`src/rtl/fldc_pkg.sv`:
```
`default_nettype none

package fldc_pkg;

    localparam int unsigned FIELD_W = 16;
    localparam int unsigned CFG_W   = 12;
    localparam int unsigned UNIT_W  = 5;
    localparam int unsigned T12_W   = 15;

    localparam logic [UNIT_W-1:0] MAX_UNITS = 5'd16;
    localparam int unsigned QUEUE_DEPTH_DEFAULT = 2;

    localparam logic [CFG_W-1:0] LOOP_DELAY_RST = 12'd116;
    localparam logic [CFG_W-1:0] FHM_DELAY_RST  = 12'd896;

    // floor(x/25) for x < 2**20 as (x * SCALE_RECIP) >> SCALE_SHIFT
    localparam int unsigned SCALE_SHIFT = 26;
    localparam logic [21:0] SCALE_RECIP =
        22'(((64'd1 << SCALE_SHIFT) + 64'd24) / 64'd25);

    typedef enum logic [1:0] {
        CFG_LOOP_DELAY = 2'd0,
        CFG_FHM_DL     = 2'd1,
        CFG_FHM_UL     = 2'd2
    } t_cfg_idx;

    typedef enum logic [2:0] {
        KIND_UNIT   = 3'd0,
        KIND_DL_3G  = 3'd1,
        KIND_UL_3G  = 3'd2,
        KIND_DL_LTE = 3'd3,
        KIND_UL_LTE = 3'd4,
        KIND_FHM    = 3'd5
    } t_kind;

    typedef struct packed {
        logic [CFG_W-1:0] loop_delay;
        logic [CFG_W-1:0] fhm_dl;
        logic [CFG_W-1:0] fhm_ul;
    } t_cfg;

    // equipment/delay order: 3G DL, 3G UL, LTE DL, LTE UL
    typedef struct packed {
        logic                    conn;
        logic                    last;
        logic [FIELD_W-1:0]      rt;
        logic [FIELD_W-1:0]      tof;
        logic [FIELD_W-1:0]      t12;
        logic [3:0][FIELD_W-1:0] equip;
        logic [3:0][FIELD_W-1:0] delay;
    } t_unit_item;

    typedef struct packed {
        t_kind              kind;
        logic [UNIT_W-1:0]  unit;
        logic               in_use;
        logic [T12_W-1:0]   t12;
        logic [FIELD_W-1:0] rt;
        logic [FIELD_W-1:0] tof;
        logic [FIELD_W-1:0] a;
        logic [FIELD_W-1:0] b;
        logic [FIELD_W-1:0] c;
        logic [FIELD_W-1:0] d;
        logic               last;
    } t_record;

endpackage

`default_nettype wire

```
`src/rtl/fldc_front.sv`:
```
`default_nettype none

module fldc_front
    import fldc_pkg::*;
(
    input  wire logic                i_clk,
    input  wire logic                i_rst_n,
    input  wire logic [CFG_W-1:0]    i_loop_delay,
    input  wire logic                i_in_valid,
    output logic                     o_in_ready,
    input  wire logic [1:0]          i_start_request,
    input  wire logic [1:0]          i_start_response,
    input  wire logic [FIELD_W-1:0]  i_round_trip_raw,
    input  wire logic                i_toffset_3g_ok,
    input  wire logic [FIELD_W-1:0]  i_toffset_3g,
    input  wire logic                i_toffset_lte_ok,
    input  wire logic [FIELD_W-1:0]  i_toffset_lte,
    input  wire logic [FIELD_W-1:0]  i_dl_equip_3g,
    input  wire logic [FIELD_W-1:0]  i_ul_equip_3g,
    input  wire logic [FIELD_W-1:0]  i_dl_equip_lte,
    input  wire logic [FIELD_W-1:0]  i_ul_equip_lte,
    input  wire logic                i_last_unit,
    output logic                     o_push_valid,
    input  wire logic                i_push_ready,
    output t_unit_item               o_push_item
);

    logic                    conn;
    logic [FIELD_W-1:0]      tof_sel;
    logic [FIELD_W:0]        t14_full;
    logic [FIELD_W-1:0]      t14;
    logic [19:0]             scale_num;
    logic [41:0]             scale_prod;
    logic [FIELD_W+1:0]      diff;
    logic [FIELD_W-1:0]      t12;

    logic                    r_s1_valid;
    logic                    r_conn;
    logic                    r_last;
    logic [FIELD_W-1:0]      r_rt;
    logic [FIELD_W-1:0]      r_tof;
    logic [FIELD_W-1:0]      r_t14;
    logic [FIELD_W-1:0]      r_scaled;
    logic [3:0][FIELD_W-1:0] r_equip;

    assign conn = (i_start_request != 2'b00) && (i_start_request == i_start_response);

    always_comb begin
        if (i_toffset_3g_ok) begin
            tof_sel = i_toffset_3g;
        end else if (i_toffset_lte_ok) begin
            tof_sel = i_toffset_lte;
        end else begin
            tof_sel = '0;
        end
    end

    assign t14_full   = {1'b0, i_round_trip_raw} - {4'b0000, i_loop_delay, 1'b0};
    assign t14        = t14_full[FIELD_W] ? '0 : t14_full[FIELD_W-1:0];
    // (32*tof + 25) / 50 == (16*tof + 12) / 25
    assign scale_num  = {tof_sel, 4'b1100};
    assign scale_prod = 42'(scale_num) * 42'(SCALE_RECIP);

    assign o_in_ready = !r_s1_valid || i_push_ready;

    always_ff @(posedge i_clk) begin
        if (!i_rst_n) begin
            r_s1_valid <= 1'b0;
        end else if (o_in_ready) begin
            r_s1_valid <= i_in_valid;
        end
    end

    always_ff @(posedge i_clk) begin
        if (o_in_ready && i_in_valid) begin
            r_conn     <= conn;
            r_last     <= i_last_unit;
            r_rt       <= conn ? i_round_trip_raw : '0;
            r_tof      <= conn ? tof_sel : '0;
            r_t14      <= t14;
            r_scaled   <= scale_prod[SCALE_SHIFT+FIELD_W-1:SCALE_SHIFT];
            r_equip[0] <= i_dl_equip_3g;
            r_equip[1] <= i_ul_equip_3g;
            r_equip[2] <= i_dl_equip_lte;
            r_equip[3] <= i_ul_equip_lte;
        end
    end

    assign diff = {2'b00, r_t14} - {2'b00, r_scaled} + 18'd1;
    assign t12  = (r_conn && !diff[FIELD_W+1] && (diff != '0)) ? diff[FIELD_W:1] : '0;

    always_comb begin
        o_push_item.conn  = r_conn;
        o_push_item.last  = r_last;
        o_push_item.rt    = r_rt;
        o_push_item.tof   = r_tof;
        o_push_item.t12   = t12;
        o_push_item.equip = r_equip;
        for (int k = 0; k < 4; k++) begin
            o_push_item.delay[k] = r_conn ? (t12 + r_equip[k]) : '0;
        end
    end

    assign o_push_valid = r_s1_valid;

endmodule

`default_nettype wire

```
`src/rtl/fldc_queue.sv`:
```
`default_nettype none

module fldc_queue
    import fldc_pkg::*;
#(
    parameter int unsigned DEPTH = QUEUE_DEPTH_DEFAULT
) (
    input  wire logic        i_clk,
    input  wire logic        i_rst_n,
    input  wire logic        i_push_valid,
    output logic             o_push_ready,
    input  wire t_unit_item  i_push_item,
    output logic             o_pop_valid,
    input  wire logic        i_pop_ready,
    output t_unit_item       o_pop_item
);

    localparam int unsigned PTR_W = (DEPTH > 1) ? $clog2(DEPTH) : 1;
    localparam int unsigned CNT_W = $clog2(DEPTH + 1);
    localparam logic [PTR_W-1:0] PTR_LAST = PTR_W'(DEPTH - 1);
    localparam logic [CNT_W-1:0] CNT_FULL = CNT_W'(DEPTH);

    t_unit_item         r_mem [DEPTH];
    logic [PTR_W-1:0]   r_wr_ptr;
    logic [PTR_W-1:0]   r_rd_ptr;
    logic [CNT_W-1:0]   r_count;
    logic               push;
    logic               pop;

    assign o_push_ready = (r_count != CNT_FULL);
    assign o_pop_valid  = (r_count != '0);
    assign push         = i_push_valid && o_push_ready;
    assign pop          = o_pop_valid && i_pop_ready;
    assign o_pop_item   = r_mem[r_rd_ptr];

    always_ff @(posedge i_clk) begin
        if (!i_rst_n) begin
            r_wr_ptr <= '0;
            r_rd_ptr <= '0;
            r_count  <= '0;
        end else begin
            if (push) begin
                r_wr_ptr <= (r_wr_ptr == PTR_LAST) ? '0 : r_wr_ptr + 1'b1;
            end
            if (pop) begin
                r_rd_ptr <= (r_rd_ptr == PTR_LAST) ? '0 : r_rd_ptr + 1'b1;
            end
            if (push && !pop) begin
                r_count <= r_count + 1'b1;
            end else if (pop && !push) begin
                r_count <= r_count - 1'b1;
            end
        end
    end

    always_ff @(posedge i_clk) begin
        if (push) begin
            r_mem[r_wr_ptr] <= i_push_item;
        end
    end

endmodule

`default_nettype wire

```
`src/rtl/fldc_back.sv`:
```
`default_nettype none

module fldc_back
    import fldc_pkg::*;
(
    input  wire logic               i_clk,
    input  wire logic               i_rst_n,
    input  wire logic [CFG_W-1:0]   i_fhm_dl,
    input  wire logic [CFG_W-1:0]   i_fhm_ul,
    input  wire logic               i_q_valid,
    output logic                    o_q_ready,
    input  wire t_unit_item         i_q_item,
    output logic                    o_out_valid,
    input  wire logic               i_out_ready,
    output t_record                 o_record
);

    typedef enum logic [2:0] {
        ST_UNIT = 3'b001,
        ST_BASE = 3'b010,
        ST_FHM  = 3'b100
    } t_state;

    t_state                  r_state,     n_state;
    logic [1:0]              r_idx,       n_idx;
    logic [UNIT_W-1:0]       r_unit_cnt,  n_unit_cnt;
    logic [FIELD_W-1:0]      r_t12_max,   n_t12_max;
    logic [UNIT_W-1:0]       r_t12_unit,  n_t12_unit;
    logic [FIELD_W-1:0]      r_first_t12, n_first_t12;
    logic [3:0][FIELD_W-1:0] r_eq_max,    n_eq_max;
    logic [3:0][UNIT_W-1:0]  r_eq_unit,   n_eq_unit;
    logic [3:0][FIELD_W-1:0] r_dly_max,   n_dly_max;
    logic [3:0][UNIT_W-1:0]  r_dly_unit,  n_dly_unit;
    logic                    r_out_valid, n_out_valid;
    t_record                 r_record;

    logic                    out_free;
    logic                    load;
    t_record                 rec_d;
    t_record                 unit_rec;
    t_record                 base_rec;
    t_record                 fhm_rec;
    logic [FIELD_W-1:0]      base;
    t_kind                   base_kind;
    logic [FIELD_W-1:0]      fhm;
    logic [FIELD_W+1:0]      rep_full;

    assign out_free = !r_out_valid || i_out_ready;

    always_comb begin
        unit_rec        = '0;
        unit_rec.kind   = KIND_UNIT;
        unit_rec.unit   = r_unit_cnt;
        unit_rec.in_use = i_q_item.conn;
        unit_rec.t12    = i_q_item.t12[T12_W-1:0];
        unit_rec.rt     = i_q_item.rt;
        unit_rec.tof    = i_q_item.tof;
        unit_rec.a      = i_q_item.delay[0];
        unit_rec.b      = i_q_item.delay[2];
        unit_rec.c      = i_q_item.delay[1];
        unit_rec.d      = i_q_item.delay[3];
        unit_rec.last   = !i_q_item.last;
    end

    always_comb begin
        unique case (r_idx)
            2'd0:    base_kind = KIND_DL_3G;
            2'd1:    base_kind = KIND_UL_3G;
            2'd2:    base_kind = KIND_DL_LTE;
            2'd3:    base_kind = KIND_UL_LTE;
            default: base_kind = KIND_DL_3G;
        endcase
        if (r_dly_unit[r_idx] == r_t12_unit) begin
            base = r_dly_max[r_idx];
        end else begin
            base = r_t12_max + r_eq_max[r_idx];
        end
        base_rec      = '0;
        base_rec.kind = base_kind;
        base_rec.unit = r_dly_unit[r_idx];
        base_rec.a    = base;
        base_rec.b    = {base[FIELD_W-1:6] + 10'd1, 6'd0};
        base_rec.c    = FIELD_W'(r_eq_unit[r_idx]);
    end

    assign fhm      = {r_t12_max[FIELD_W-2:0], 1'b0} + FIELD_W'(i_fhm_dl)
                    + FIELD_W'(i_fhm_ul);
    assign rep_full = {2'b00, fhm}
                    - {({1'b0, r_first_t12} + (FIELD_W+1)'(i_fhm_dl)), 1'b0};

    always_comb begin
        fhm_rec      = '0;
        fhm_rec.kind = KIND_FHM;
        fhm_rec.unit = r_t12_unit;
        fhm_rec.t12  = r_t12_max[T12_W-1:0];
        fhm_rec.a    = fhm;
        fhm_rec.b    = rep_full[FIELD_W+1] ? '0 : rep_full[FIELD_W-1:0];
        fhm_rec.last = 1'b1;
    end

    always_comb begin
        n_state     = r_state;
        n_idx       = r_idx;
        n_unit_cnt  = r_unit_cnt;
        n_t12_max   = r_t12_max;
        n_t12_unit  = r_t12_unit;
        n_first_t12 = r_first_t12;
        n_eq_max    = r_eq_max;
        n_eq_unit   = r_eq_unit;
        n_dly_max   = r_dly_max;
        n_dly_unit  = r_dly_unit;
        o_q_ready   = 1'b0;
        load        = 1'b0;
        rec_d       = unit_rec;

        unique case (r_state)
            ST_UNIT: begin
                o_q_ready = out_free;
                if (i_q_valid && out_free) begin
                    load = 1'b1;
                    if (i_q_item.conn) begin
                        if (r_t12_max < i_q_item.t12) begin
                            n_t12_max  = i_q_item.t12;
                            n_t12_unit = r_unit_cnt;
                        end
                        for (int k = 0; k < 4; k++) begin
                            if (r_eq_max[k] < i_q_item.equip[k]) begin
                                n_eq_max[k]  = i_q_item.equip[k];
                                n_eq_unit[k] = r_unit_cnt;
                            end
                            if (r_dly_max[k] < i_q_item.delay[k]) begin
                                n_dly_max[k]  = i_q_item.delay[k];
                                n_dly_unit[k] = r_unit_cnt;
                            end
                        end
                    end
                    if (r_unit_cnt == UNIT_W'(1)) begin
                        n_first_t12 = i_q_item.t12;
                    end
                    if (i_q_item.last) begin
                        n_state = ST_BASE;
                        n_idx   = '0;
                    end else if (r_unit_cnt < MAX_UNITS) begin
                        n_unit_cnt = r_unit_cnt + 1'b1;
                    end
                end
            end
            ST_BASE: begin
                rec_d = base_rec;
                if (out_free) begin
                    load  = 1'b1;
                    n_idx = r_idx + 1'b1;
                    if (r_idx == 2'd3) begin
                        n_state = ST_FHM;
                    end
                end
            end
            ST_FHM: begin
                rec_d = fhm_rec;
                if (out_free) begin
                    load        = 1'b1;
                    n_state     = ST_UNIT;
                    n_unit_cnt  = UNIT_W'(1);
                    n_t12_max   = '0;
                    n_t12_unit  = UNIT_W'(1);
                    n_first_t12 = '0;
                    for (int k = 0; k < 4; k++) begin
                        n_eq_max[k]   = '0;
                        n_eq_unit[k]  = UNIT_W'(1);
                        n_dly_max[k]  = '0;
                        n_dly_unit[k] = UNIT_W'(1);
                    end
                end
            end
            default: begin
                n_state = ST_UNIT;
            end
        endcase

        if (load) begin
            n_out_valid = 1'b1;
        end else if (i_out_ready) begin
            n_out_valid = 1'b0;
        end else begin
            n_out_valid = r_out_valid;
        end
    end

    always_ff @(posedge i_clk) begin
        if (!i_rst_n) begin
            r_state     <= ST_UNIT;
            r_idx       <= '0;
            r_unit_cnt  <= UNIT_W'(1);
            r_t12_max   <= '0;
            r_t12_unit  <= UNIT_W'(1);
            r_first_t12 <= '0;
            r_out_valid <= 1'b0;
            for (int k = 0; k < 4; k++) begin
                r_eq_max[k]   <= '0;
                r_eq_unit[k]  <= UNIT_W'(1);
                r_dly_max[k]  <= '0;
                r_dly_unit[k] <= UNIT_W'(1);
            end
        end else begin
            r_state     <= n_state;
            r_idx       <= n_idx;
            r_unit_cnt  <= n_unit_cnt;
            r_t12_max   <= n_t12_max;
            r_t12_unit  <= n_t12_unit;
            r_first_t12 <= n_first_t12;
            r_out_valid <= n_out_valid;
            r_eq_max    <= n_eq_max;
            r_eq_unit   <= n_eq_unit;
            r_dly_max   <= n_dly_max;
            r_dly_unit  <= n_dly_unit;
        end
    end

    always_ff @(posedge i_clk) begin
        if (load) begin
            r_record <= rec_d;
        end
    end

    assign o_out_valid = r_out_valid;
    assign o_record    = r_record;

endmodule

`default_nettype wire

```
`src/rtl/fronthaul_link_delay_calibrator_unit.sv`:
```
// Fronthaul link delay calibrator.
// Input channel (i_in_valid/o_in_ready): one beat per radio unit, units are
// numbered from 1 in arrival order; i_last_unit closes the batch.
// Output channel (o_out_valid/i_out_ready): one per-unit record per beat; the
// last unit of a batch is followed by four base-delay records and one FHM
// toffset record, o_last_result marking the final record of that unit.
// Config: i_cfg_we writes i_cfg_data into register i_cfg_index (loop delay,
// FHM DL delay, FHM UL delay) in the same cycle; write only while idle.
// A unit record passes the front register, the queue and the output register.
// Throughput: 1 unit per cycle unless the output stalls or the back-end
// sequencer is emitting a batch's base-delay and FHM records, which it does
// at one record per cycle while the output is not stalled.
// The front stage and a QUEUE_DEPTH-entry queue keep accepting while the
// output is stalled; once they fill, o_in_ready drops until records drain.
// Reset: configuration returns to 116/896/896, all maxima clear, the unit
// counter returns to 1, no records pending. The batch state also clears
// after the FHM toffset record.
`default_nettype none

module fronthaul_link_delay_calibrator_unit
    import fldc_pkg::*;
#(
    parameter int unsigned QUEUE_DEPTH = QUEUE_DEPTH_DEFAULT
) (
    input  wire logic                i_clk,
    input  wire logic                i_rst_n,
    input  wire logic                i_cfg_we,
    input  wire logic [1:0]          i_cfg_index,
    input  wire logic [CFG_W-1:0]    i_cfg_data,
    input  wire logic                i_in_valid,
    output logic                     o_in_ready,
    input  wire logic [1:0]          i_start_request,
    input  wire logic [1:0]          i_start_response,
    input  wire logic [FIELD_W-1:0]  i_round_trip_raw,
    input  wire logic                i_toffset_3g_ok,
    input  wire logic [FIELD_W-1:0]  i_toffset_3g,
    input  wire logic                i_toffset_lte_ok,
    input  wire logic [FIELD_W-1:0]  i_toffset_lte,
    input  wire logic [FIELD_W-1:0]  i_dl_equip_3g,
    input  wire logic [FIELD_W-1:0]  i_ul_equip_3g,
    input  wire logic [FIELD_W-1:0]  i_dl_equip_lte,
    input  wire logic [FIELD_W-1:0]  i_ul_equip_lte,
    input  wire logic                i_last_unit,
    output logic                     o_out_valid,
    input  wire logic                i_out_ready,
    output logic [2:0]               o_record_kind,
    output logic [UNIT_W-1:0]        o_unit_number,
    output logic                     o_in_use,
    output logic [T12_W-1:0]         o_t12_value,
    output logic [FIELD_W-1:0]       o_round_trip_out,
    output logic [FIELD_W-1:0]       o_toffset_out,
    output logic [FIELD_W-1:0]       o_value_a,
    output logic [FIELD_W-1:0]       o_value_b,
    output logic [FIELD_W-1:0]       o_value_c,
    output logic [FIELD_W-1:0]       o_value_d,
    output logic                     o_last_result
);

    t_cfg        r_cfg;
    logic        push_valid;
    logic        push_ready;
    t_unit_item  push_item;
    logic        q_valid;
    logic        q_ready;
    t_unit_item  q_item;
    t_record     record;

    always_ff @(posedge i_clk) begin
        if (!i_rst_n) begin
            r_cfg.loop_delay <= LOOP_DELAY_RST;
            r_cfg.fhm_dl     <= FHM_DELAY_RST;
            r_cfg.fhm_ul     <= FHM_DELAY_RST;
        end else if (i_cfg_we) begin
            unique case (i_cfg_index)
                CFG_LOOP_DELAY: r_cfg.loop_delay <= i_cfg_data;
                CFG_FHM_DL:     r_cfg.fhm_dl     <= i_cfg_data;
                CFG_FHM_UL:     r_cfg.fhm_ul     <= i_cfg_data;
                default: begin
                end
            endcase
        end
    end

    fldc_front u_front (
        .i_clk            (i_clk),
        .i_rst_n          (i_rst_n),
        .i_loop_delay     (r_cfg.loop_delay),
        .i_in_valid       (i_in_valid),
        .o_in_ready       (o_in_ready),
        .i_start_request  (i_start_request),
        .i_start_response (i_start_response),
        .i_round_trip_raw (i_round_trip_raw),
        .i_toffset_3g_ok  (i_toffset_3g_ok),
        .i_toffset_3g     (i_toffset_3g),
        .i_toffset_lte_ok (i_toffset_lte_ok),
        .i_toffset_lte    (i_toffset_lte),
        .i_dl_equip_3g    (i_dl_equip_3g),
        .i_ul_equip_3g    (i_ul_equip_3g),
        .i_dl_equip_lte   (i_dl_equip_lte),
        .i_ul_equip_lte   (i_ul_equip_lte),
        .i_last_unit      (i_last_unit),
        .o_push_valid     (push_valid),
        .i_push_ready     (push_ready),
        .o_push_item      (push_item)
    );

    fldc_queue #(
        .DEPTH (QUEUE_DEPTH)
    ) u_queue (
        .i_clk        (i_clk),
        .i_rst_n      (i_rst_n),
        .i_push_valid (push_valid),
        .o_push_ready (push_ready),
        .i_push_item  (push_item),
        .o_pop_valid  (q_valid),
        .i_pop_ready  (q_ready),
        .o_pop_item   (q_item)
    );

    fldc_back u_back (
        .i_clk       (i_clk),
        .i_rst_n     (i_rst_n),
        .i_fhm_dl    (r_cfg.fhm_dl),
        .i_fhm_ul    (r_cfg.fhm_ul),
        .i_q_valid   (q_valid),
        .o_q_ready   (q_ready),
        .i_q_item    (q_item),
        .o_out_valid (o_out_valid),
        .i_out_ready (i_out_ready),
        .o_record    (record)
    );

    assign o_record_kind    = record.kind;
    assign o_unit_number    = record.unit;
    assign o_in_use         = record.in_use;
    assign o_t12_value      = record.t12;
    assign o_round_trip_out = record.rt;
    assign o_toffset_out    = record.tof;
    assign o_value_a        = record.a;
    assign o_value_b        = record.b;
    assign o_value_c        = record.c;
    assign o_value_d        = record.d;
    assign o_last_result    = record.last;

endmodule

`default_nettype wire

```
`config.mk`:
```
export PLATFORM = sky130hd
export DESIGN_NAME = fronthaul_link_delay_calibrator_unit
export DESIGN_NICKNAME = d
export VERILOG_FILES = /design/src/rtl/fldc_pkg.sv /design/src/rtl/fldc_front.sv /design/src/rtl/fldc_queue.sv /design/src/rtl/fldc_back.sv /design/src/rtl/fronthaul_link_delay_calibrator_unit.sv
export SDC_FILE = /design/constraint.sdc
export NUM_CORES = 2
export LEC_CHECK = 0
export BUFFER_PORTS_ARGS = -buffer_cell sky130_fd_sc_hd__buf_2
export CORE_MARGIN = 2
export CORE_UTILIZATION = 61
export DETAILED_ROUTE_END_ITERATION = 6
export GPL_TIMING_DRIVEN = 0
export PLACE_DENSITY = 0.88
export SLEW_MARGIN = 20
export SYNTH_ARGS = -nofsm -noshare
export SYNTH_HDL_FRONTEND = slang
export SYNTH_HIERARCHICAL = 1
export SYNTH_SLANG_ARGS = --single-unit
```
`constraint.sdc`:
```
create_clock -name i_clk -period 9 [get_ports i_clk]
set_clock_uncertainty 0.2 [all_clocks]
set_input_delay 0.9 -clock i_clk [delete_from_list [all_inputs] [get_ports i_clk]]
set_output_delay 0.9 -clock i_clk [all_outputs]
set_load 0.005 [all_outputs]
```
==> flow_summary.yaml <==
synthesis:
  synth_xor_area_share_pct: 2.671
  synth_compound_area_share_pct: 11.50
  synth_top_family_by_area: "adder cells"
  postSynth.asyncResetShare_pct: 0
  synthAdderAreaFrac_pct: 16.38
  syn-cell-area_mm2: 0.05041
  synthFlopType: "edfxtp_1"
  synth_nets: 5024
  yosys.area_share.simple_pct: 10.12
  yosysWarnings: 6
  yosysTopAreaCell: "edfxtp_1"
  synthMuxAreaShare_pct: 8.101
  syn-instance-count: 4307
  yosysSeqAreaShare_pct: 46.40
  synth_area_per_cell_um2: 11.70
  ys_types: 113
  synth_edf_count: 607
  synth_seq_cells: 865
  synth.top_cell.area_share_pct: 36.16
  synthTopCellsByArea: "edfxtp_1 36%, ha_1 11%, dfxtp_1 10%, fa_1 5.4%, inv_1 3.0%"
grt:
  antenna_found_initial: 12
  grt_usage_pct: 36.67
  overflow: 0
  grt_pass1_wl_um: 231900
  grt_start_max_net_pins: 76
  grt_pass1_vias: 37379
clocking:
  cts.sinks: 865
  clk_pin_slew_ps: 60
  clockBufferDepth: 3
  cts_tree: "done"
  postCtsHoldBufs: 0
  clockRootBuffer: "clkbuf_16"
  htreeDepth: 3
  clock_latency_ps: 670
  cts_setup_buffers: 0
  cts_buffers: 91
route:
  detail-route-antenna-nets: 0
  viasPerCell: 6.530
  drtPass1Iterations: 7
  drt_wl_total_um: 157400
  drc: 1
  vias: 38031
  wl_per_cell_um: 27.03
  drtIter0Drc: 4836
placement:
  placed_cell_area_mm2: 0.05347
  post-place-ws_ps: -210.2
  post-dp-hpwl_um: 121700
  io_buffers: 260
  gp_congestion: 1.035
cells_and_area:
  n_fill_cell: 5750
  final_cell_area_mm2: 0.05662
  final_common_cell: "edfxtp_1"
  syn2layout_area_growth_pct: 12.33
  fin_util_pct: 69.07
  final_nets: 5392
  drive_gt1_share_pct: 16.06
  final_cell_mix: "607 x edfxtp_1, 444 x ha_1, 403 x inv_1"
critical_path:
  worstSetupStartpointType: "flip-flop"
  end_kind: "flip-flop"
  criticalPathCategory: "flip-flop to flip-flop"
  crit_path_start: "u_front/r_scaled[0]"
  crit_path_max_fanout: 8
  crit-reg2reg-launch: "u_front/r_scaled[0]"
  arrival_ps: 8990
  crit_required_ps: 9160
job:
  drv_cap: 0
timing:
  setup_viol: 0
  rsz0062_at_grt: "no"
  finalCriticalPeriod_ps: 8823
  post-route-period-util_pct: 98.03
  fmax_mhz: 113.3
  slew_viol_final: 0
  tightest_slew_ps: 1297
  timing.final.ws_setup_ps: 177.2
  finalHoldViolCount: 0
  slew_headroom_pct: 13.55
die:
  die-area_mm2: 0.08496
  pin_count: 261
  num_rows: 105
  die_w_um: 291.5
  start_util_pct: 61.49
  core_mm2: 0.08198
  die_h_um: 291.5
power_and_ir_drop:
  p_sw_uw: 7819
  vdd_drop_max_v: 0.0002678
  powerDensity_mw_per_mm2: 337.7
  power_uw: 19120
  pwr-share-comb_pct: 49.0
  power_leakage_uw: 0.02435
  p_seq_share_pct: 30.8
  clockPowerShare_pct: 20.3
  power.share.switching_pct: 40.88
  internal-power_uw: 11310
worst_hold_path:
  hold_start: "i_dl_equip_3g[9]"
  hp-class: "input port to flip-flop"
status:
  status: "complete, but fails checks"
  violations: "design-rule violations"
power by group through the flow:
stage / combinational [uW] / sequential [uW] / clock, uW
6_report: 9370 / 5880 / 3870
5_1_grt: 10100 / 5930 / 4050
4_1_cts: 9160 / 5860 / 3890
3_5_place_dp: 9050 / 5930 / 0
3_3_place_gp: 8600 / 5990 / 0
2_1_floorplan: 6220 / 5820 / 0
critical path, cell delays in order (launching register included):
cell,delay (ps)
edfxtp_1,460
ha_1,250
fa_1,450
nor2b_4,150
o31a_1,230
o21a_1,190
o22a_1,220
xor2_2,350
nand3_1,290
nor4_1,760
o21ai_1,370
nor2_2,680
ha_1,400
a21o_1,270
a2111oi_0,650
o31ai_1,250
o41ai_1,570
o21ai_0,330
a31oi_2,660
nor4_1,130
or4_1,680
through the flow:
step / setup TNS, ps / hold slack (ps) / cells
global placement: -236290 / 221.9 / 5637
finish: 0 / 211.5 / 5824
global route: 0 / 193.5 / 5822
floorplan: 0 / 221.5 / 4307
CTS: 0 / 189.1 / 5822
detailed placement: -854.0 / 230.9 / 5652
path summary, 6_finish.rpt:
path,to,slack [ps],cells after the start
min,u_front/o_push_item[73],210,1
max reg2reg,u_queue/r_mem[1][15],180,20
min reg2reg,u_queue/r_mem[0][147],240,0
max,u_queue/r_mem[1][15],180,20
state kept, by name, indices dropped and copies added (netlist names), 16 cells and up, named ones only:
register,count
r_cfg,36
u_back/r_dly_unit,20
u_front/o_push_item,64
u_back/r_eq_unit,20
u_back/r_first_t12,16
u_front/r_scaled,16
u_back/o_record,121
u_front/r_tof,16
u_front/r_rt,16
u_queue/r_mem,356
u_back/r_t12_max,16
u_back/r_dly_max,64
u_front/r_t14,16
u_back/r_eq_max,64
cell type report:
class | instances | area, um2 | area share (%)
multi-input cells | 2845 | 24670 | 43.57
flip-flops and latches | 865 | 23390 | 41.31
clock buffers | 116 | 2515 | 4.441
repair buffers | 275 | 1669 | 2.948
inverters | 406 | 1531 | 2.705
well taps | 1070 | 1339 | 2.364
plain buffers | 191 | 909.6 | 1.606
clock inverters | 54 | 594.3 | 1.050
diodes | 2 | 5.005 | 0.008839
routing by layer:
layer	vias to the layer above	part of all wire (%)	global-route usage (%)
met5	-	0.053	0
met4	12	8.2	25.25
met3	570	11	7.735
met2	2408	46	58.28
met1	18463	36	45.04
li1	16578	-	-
cells by family (layout without fill, tap and decap cells):
logic type	count (synthesis)	in the layout
adders and majority gates	579	579
buffers and inverters	597	1042
AOI/OAI and AO/OA	808	808
DFF	865	865
and+or+nand+nor	1013	1013
xor gates and xnor gates	152	152
other	0	2
muxes	293	293
Yosys cell counts (23+ instances only):
cell type,n
a21o_1,117
nor2b_1,47
xnor2_1,88
o21a_1,25
a21oi_1,144
nand3_1,227
and3_1,45
a22oi_1,31
mux4_2,37
nor3_1,76
nand2b_1,26
clkbuf_1,124
ha_1,444
nand2_1,193
o41ai_1,124
mux2_4,100
o21ai_1,23
nor2_1,229
and2_1,39
mux2_2,82
xor2_1,62
nand4_1,27
o21ai_0,127
mux2i_1,68
inv_1,404
fa_1,135
dfxtp_1,258
buf_1,29
edfxtp_1,607
what timing repair did:
item,in CTS,in global routing
cloned,0,0
pin swaps,0,0
resized for setup,1,5
setup endpoints to repair,2,5
Note: power is estimated with default switching activity, not from simulation.
